<file path="src/rtl/icd_pkg.sv">
// Shared constants, codes and control structs for the interval cover depth tree.
// Used by the controller, the datapath and the top level; depends on nothing.
`timescale 1ns / 1ps

package icd_pkg;

  localparam int LEAVES      = 1024;
  localparam int COUNT_BITS  = 16;
  localparam int NODES       = 4 * LEAVES;
  localparam int COORDS      = LEAVES + 2;
  localparam int NODE_AW     = $clog2(NODES);
  localparam int COORD_AW    = $clog2(COORDS);
  localparam int LEAF_W      = 11;
  localparam int LEN_W       = 32;
  localparam int NODE_W      = COUNT_BITS + 3 * LEN_W;
  localparam int STACK_DEPTH = $clog2(LEAVES) + 2;
  localparam int SP_W        = $clog2(STACK_DEPTH + 1);
  localparam int SIDX_W      = $clog2(STACK_DEPTH);

  localparam logic [1:0] OP_CLEAR = 2'd0;
  localparam logic [1:0] OP_LOAD  = 2'd1;
  localparam logic [1:0] OP_APPLY = 2'd2;

  localparam logic [1:0] PH_ENTER = 2'd0;
  localparam logic [1:0] PH_LEFT  = 2'd1;
  localparam logic [1:0] PH_RIGHT = 2'd2;

  typedef struct packed {
    logic take;
    logic clr_wr;
    logic coord_wr;
    logic walk_init;
    logic walk_step;
    logic walk_pop;
    logic rc0;
    logic rc1;
    logic rc2;
    logic rc3;
    logic root_rd;
    logic out_load;
  } icd_cmd_t;

  typedef struct packed {
    logic       clr_last;
    logic [1:0] op;
    logic       range_ok;
    logic       top_rc;
    logic       top_oob;
    logic       stack_last;
    logic       out_busy;
  } icd_sts_t;

endpackage

</file>
<file path="src/rtl/icd_ctrl.sv">
// Controller state machine for the interval cover depth tree.
// Depends on icd_pkg; drives the datapath through icd_cmd_t and reads icd_sts_t.
`timescale 1ns / 1ps

module icd_ctrl (
  input  logic              clk,
  input  logic              rst_n,
  input  logic              in_valid,
  output logic              in_ready,
  input  icd_pkg::icd_sts_t sts,
  output icd_pkg::icd_cmd_t cmd
);

  localparam logic [3:0] S_CLR  = 4'd0;
  localparam logic [3:0] S_IDLE = 4'd1;
  localparam logic [3:0] S_DISP = 4'd2;
  localparam logic [3:0] S_WK   = 4'd3;
  localparam logic [3:0] S_RC0  = 4'd4;
  localparam logic [3:0] S_RC1  = 4'd5;
  localparam logic [3:0] S_RC2  = 4'd6;
  localparam logic [3:0] S_RC3  = 4'd7;
  localparam logic [3:0] S_RT0  = 4'd8;
  localparam logic [3:0] S_RT1  = 4'd9;

  logic [3:0] state_r, state_nxt;
  logic       pend_r, pend_nxt;

  always_ff @(posedge clk) begin
    if (!rst_n) begin
      state_r <= S_CLR;
      pend_r  <= 1'b0;
    end else begin
      state_r <= state_nxt;
      pend_r  <= pend_nxt;
    end
  end

  assign in_ready = (state_r == S_IDLE);

  always_comb begin
    state_nxt = state_r;
    pend_nxt  = pend_r;
    cmd       = '0;
    unique case (state_r)
      S_CLR: begin
        cmd.clr_wr = 1'b1;
        if (sts.clr_last) begin
          state_nxt = pend_r ? S_RT0 : S_IDLE;
        end
      end
      S_IDLE: begin
        if (in_valid) begin
          cmd.take  = 1'b1;
          state_nxt = S_DISP;
        end
      end
      S_DISP: begin
        if (sts.op == icd_pkg::OP_CLEAR) begin
          pend_nxt  = 1'b1;
          state_nxt = S_CLR;
        end else if (sts.op == icd_pkg::OP_LOAD) begin
          cmd.coord_wr = 1'b1;
          state_nxt    = S_RT0;
        end else if (sts.op == icd_pkg::OP_APPLY && sts.range_ok) begin
          cmd.walk_init = 1'b1;
          state_nxt     = S_WK;
        end else begin
          state_nxt = S_RT0;
        end
      end
      S_WK: begin
        if (sts.top_oob) begin
          cmd.walk_pop = 1'b1;
          state_nxt    = sts.stack_last ? S_RT0 : S_WK;
        end else if (sts.top_rc) begin
          state_nxt = S_RC0;
        end else begin
          cmd.walk_step = 1'b1;
        end
      end
      S_RC0: begin
        cmd.rc0   = 1'b1;
        state_nxt = S_RC1;
      end
      S_RC1: begin
        cmd.rc1   = 1'b1;
        state_nxt = S_RC2;
      end
      S_RC2: begin
        cmd.rc2   = 1'b1;
        state_nxt = S_RC3;
      end
      S_RC3: begin
        cmd.rc3   = 1'b1;
        state_nxt = sts.stack_last ? S_RT0 : S_WK;
      end
      S_RT0: begin
        cmd.root_rd = 1'b1;
        state_nxt   = S_RT1;
      end
      S_RT1: begin
        if (!sts.out_busy) begin
          cmd.out_load = 1'b1;
          pend_nxt     = 1'b0;
          state_nxt    = S_IDLE;
        end
      end
      default: begin
        state_nxt = S_CLR;
      end
    endcase
  end

endmodule

</file>
<file path="config.mk">
export PLATFORM = sky130hd
export DESIGN_NAME = icd_ctrl
export DESIGN_NICKNAME = d
export VERILOG_FILES = /design/src/rtl/icd_pkg.sv /design/src/rtl/icd_ctrl.sv
export SDC_FILE = /design/constraint.sdc
export NUM_CORES = 1
export LEC_CHECK = 0
export BUFFER_PORTS_ARGS = -buffer_cell sky130_fd_sc_hd__buf_2
export CAP_MARGIN = 20
export CORE_AREA = 3 3 40 42
export CTS_CLUSTER_DIAMETER = 40
export DETAILED_ROUTE_END_ITERATION = 8
export DIE_AREA = 0 0 43 45
export GPL_ROUTABILITY_DRIVEN = 0
export PLACE_DENSITY = 0.69
export SYNTH_ARGS = -nofsm -noshare
export SYNTH_HDL_FRONTEND = slang
export SYNTH_SLANG_ARGS = --single-unit
</file>
<file path="constraint.sdc">
create_clock -name clk -period 1.7 [get_ports clk]
set_input_delay 0.34 -clock clk [delete_from_list [all_inputs] [get_ports clk]]
set_output_delay 0.34 -clock clk [all_outputs]
set_load 0.02 [all_outputs]
</file>
==> results_tabular.tex <==
\begin{tabular}{lr}
\hline
Metric & Value \\
\hline
\multicolumn{2}{l}{\textbf{Power and ir drop}} \\
Worst-case vdd ir drop & around 620 µV \\
Switching power share of the total & between 40\% and 50\% \\
Design internal power & 567 µW \\
Sequential share of power & between 10\% and 20\% \\
Power per cell area & 1160 nW/µm² \\
Combinational power share & between 60\% and 70\% \\
Switching power total & between 400 and 500 µW \\
Pwr Total & 976 µW \\
Portion of total power attributed to the clock network & between 10 and 15\% \\
Reported leakage power & around 0.0004 µW \\
\multicolumn{2}{l}{\textbf{Route}} \\
Pre-antenna DRT Iters & 4 \\
Routed via count & between 600 and 700 \\
DRC marker count from the first detailed-route iteration & 27 \\
Antenna viol nets, final & 0 \\
DR vias/cell & 5.34 \\
Final routed wire length divided by cell count & around 13 µm \\
Routed Wire Length & about 1600 µm \\
Residual DRC & 0 \\
\multicolumn{2}{l}{\textbf{Timing}} \\
Final worst path period share & 102\% \\
Achievable clock frequency & between 0.5 and 0.6 GHz \\
Count of pins over their slew limit & 0 \\
Final hold violations & 0 \\
Final setup fails & 1 \\
Clock tree skew after final layout & $\sim$0.00087 ns \\
Slew HR & 76.2\% \\
Setup repair after global routing missed its margin & yes \\
Final critical-path required period & approximately 1.7 ns \\
Tightest Pin Transition & roughly 0.35 ns \\
Setup WS post-layout & -0.0260 ns \\
\multicolumn{2}{l}{\textbf{GRT}} \\
Met3 Usage GRT & around 2.4\% \\
Vias in the first global route & $\sim$560 \\
Overflow left after global routing & 0 \\
Wire length of the first global-routing pass & $\sim$2400 µm \\
Antenna violations before repair & 0 \\
Most Used Layer, Global Route & met2 \\
Total global routing track utilization & 16.6\% \\
Maximum number of pins on one net before global-route repair & 9 \\
Met1 track utilization from global routing & 21.3\% \\
Global Route met2 Usage & 26.0\% \\
\multicolumn{2}{l}{\textbf{Setup path}} \\
Critical Path Sink & cmd[7] \\
Crit-path max FO & 2 \\
Crit path launch type & register \\
Arrival time at the worst endpoint & 1.39 ns \\
Worst R2R Start & state\_r[3] \\
CP max stage cell & sky130\_fd\_sc\_hd\_\_or4\_4 \\
Number of cells traversed by the worst register-to-register path & 6 \\
Critical path start-end classification & register to primary output \\
Reg2reg end & state\_r[2] \\
Worst reg-to-reg setup slack & 0.07 ns \\
Max incr delay on CP & about 0.51 ns \\
Critical Path Start & state\_r[3] \\
Category of the worst setup path capture point & primary output \\
Critical Path RT & 1.36 ns \\
Worst path cell trace & nand2b\_4 > or4\_4 > inv\_4 > buf\_6 \\
\multicolumn{2}{l}{\textbf{Layout}} \\
Filler instances & 105 \\
Fraction of final layout cells sized beyond drive strength 1 & a little over half \\
Layout Cell Area excl Fill & about 840 µm² \\
NumNets Final & 119 \\
Antenna diode count & 0 \\
Area added between synthesis and finish & 60.3\% \\
\multicolumn{2}{l}{\textbf{Job}} \\
Number of max-cap violations & 0 \\
\multicolumn{2}{l}{\textbf{Min path}} \\
Path type of the worst min-delay path & primary input to register \\
\multicolumn{2}{l}{\textbf{Run status}} \\
Outcome & finished with violations \\
Violated checks & setup timing \\
\multicolumn{2}{l}{\textbf{Synth}} \\
Post-Syn Area & about 520 µm² \\
Net count after synthesis & between 80 and 90 \\
Warnings, synthesis & 0 \\
Area share of the largest cell type after synthesis & between 10\% and 20\% \\
Share of flip-flops with an asynchronous set or reset after synthesis & 0\% \\
Cell count after synthesis & slightly above 70 \\
Post-synthesis sequential element count & 5 \\
Prevailing post-synth register cell & sky130\_fd\_sc\_hd\_\_dfxtp\_1 \\
Sequential fraction of the synthesis area & 19.1\% \\
EDFF count, synth & 0 \\
Largest cells by area after synthesis & sky130\_fd\_sc\_hd\_\_dfxtp\_1 (19\%), sky130\_fd\_sc\_hd\_\_nor3\_1 (7.7\%), sky130\_fd\_sc\_hd\_\_nand2b\_1 (7.2\%) \\
Largest area contributor in the netlist & sky130\_fd\_sc\_hd\_\_dfxtp\_1 \\
Number of distinct library cells after synthesis & 34 \\
Top cell types by occurrence after synthesis & sky130\_fd\_sc\_hd\_\_nor2\_1 (8), sky130\_fd\_sc\_hd\_\_nor3\_1 (8), sky130\_fd\_sc\_hd\_\_nand2b\_1 (6) \\
Post-synthesis average cell area & about 7.4 µm² \\
\multicolumn{2}{l}{\textbf{CTS}} \\
CTS buffer count & 3 \\
CTS H-Tree Depth & 1 \\
Clock transition at the register clock pins on the worst setup and hold paths after CTS & around 0.04 ns \\
Maximum clock path buffer count & 2 \\
Root cell of the clock tree & sky130\_fd\_sc\_hd\_\_clkbuf\_4 \\
Clock insertion delay at the later pin of the skew report & between 0.2 and 0.25 ns \\
\# clock sinks & 5 \\
Number of hold-repair buffers added at the cts stage & 0 \\
CTS tree & yes \\
\multicolumn{2}{l}{\textbf{Placed design}} \\
Port bufs & 23 \\
HPWL reported at the end of detailed placement & 1170 µm \\
DP Area & just under 700 µm² \\
\multicolumn{2}{l}{\textbf{Floorplan}} \\
Total I/O pin count & 24 \\
Die span in y & approximately 45 µm \\
Core area & approximately 1300 µm² \\
Number of cell rows & 13 \\
Initial core utilization & 40.7\% \\
Die outline width & 43 µm \\
Total die area & between 1500 and 2000 µm² \\
\hline
\end{tabular}
==> how the worst min path moves through the flow <==
stage,start,end,slack (ns),cells after the start
floorplan,pend_r,pend_r,0.46,2
global placement,pend_r,pend_r,0.50,2
detailed placement,pend_r,pend_r,0.49,2
CTS,rst_n,state_r[0],0.38,3
global route,rst_n,state_r[0],0.40,3
finish,rst_n,state_r[0],0.39,3
==> what timing repair did <==
| action | 4_1_cts | 5_1_grt |
|---|---|---|
| setup buffers | 5 | 2 |
| gates resized for setup | 10 | 10 |
| setup endpoints to repair | 4 | 5 |
| pin swaps | 3 | 2 |
| gates cloned | 0 | 0 |
==> cell families after synthesis <==
| family | synth area share (%) |
|---|---|
| AOI/OAI and AO/OA | 16.3 |
| and+or+nand+nor | 51.2 |
| buffers and inverters | 9.57 |
| DFF | 19.1 |
| muxes | 3.83 |
==> critical path, delay by kind of cell, from the launching register on <==
kind	cells	cell delay, ns
buffers and inverters	2	0.19
DFF	1	0.30
and+or+nand+nor	2	0.65
==> metal layers <==
metal  part of all wire (%)  wire length, µm
met5                      0                0
met4                    2.3               37
met3                    4.4               70
met2                     51              805
met1                     42              666
==> sequential cells by signal (all words and copies together), names as in the netlist <==
| signal | cells |
|---|---|
| pend_r | 1 |
| state_r | 4 |
==> placed cells by master, fill, tap and decap left out, types with 2 or more instances in the layout <==
| master | n |
|---|---|
| sky130_fd_sc_hd__nand2_1 | 4 |
| sky130_fd_sc_hd__mux2i_1 | 2 |
| sky130_fd_sc_hd__nand3b_1 | 2 |
| sky130_fd_sc_hd__clkbuf_4 | 3 |
| sky130_fd_sc_hd__nor3_1 | 6 |
| sky130_fd_sc_hd__nor2_1 | 7 |
| sky130_fd_sc_hd__buf_6 | 4 |
| sky130_fd_sc_hd__nor4b_4 | 2 |
| sky130_fd_sc_hd__dfxtp_2 | 3 |
| sky130_fd_sc_hd__nand2b_4 | 2 |
| sky130_fd_sc_hd__dfxtp_1 | 2 |
| sky130_fd_sc_hd__nand2b_1 | 5 |
| sky130_fd_sc_hd__buf_2 | 18 |
| sky130_fd_sc_hd__buf_4 | 16 |
| sky130_fd_sc_hd__a21oi_1 | 4 |
| sky130_fd_sc_hd__inv_1 | 3 |
==> per-stage QoR <==
stage / TNS [ns] / utilization, % / cells / hold WS (ns) / setup slack (ns)
after floorplan: 0 / - / 71 / 0.460 / 0.118
after global placement: 0 / 53.9 / 111 / 0.495 / 0.119
after detailed placement: 0 / 53.9 / 111 / 0.494 / 0.109
after CTS: -0.0493 / 61.1 / 120 / 0.384 / -0.0299
after global routing: -0.0815 / 65.2 / 122 / 0.399 / -0.0653
final: -0.0260 / 65.2 / 122 / 0.389 / -0.0260
==> power groups by stage <==
stage / clock network (µW) / registers [µW] / logic [µW]
floorplan: 0 / 157 / 399
global placement: 0 / 168 / 533
detailed placement: 0 / 171 / 536
CTS: 139 / 180 / 595
global route: 149 / 184 / 716
finish: 134 / 180 / 662
==> final cells by class <==
type / instances / area (µm²) / area share, %
clock buffers: 4 / 26.3 / 3.13
inverters: 4 / 17.5 / 2.09
well taps: 15 / 18.8 / 2.24
flip-flops and latches: 5 / 104 / 12.4
repair buffers: 38 / 255 / 30.4
multi-input cells: 56 / 417 / 49.7
(Power assumes the default switching activity.)
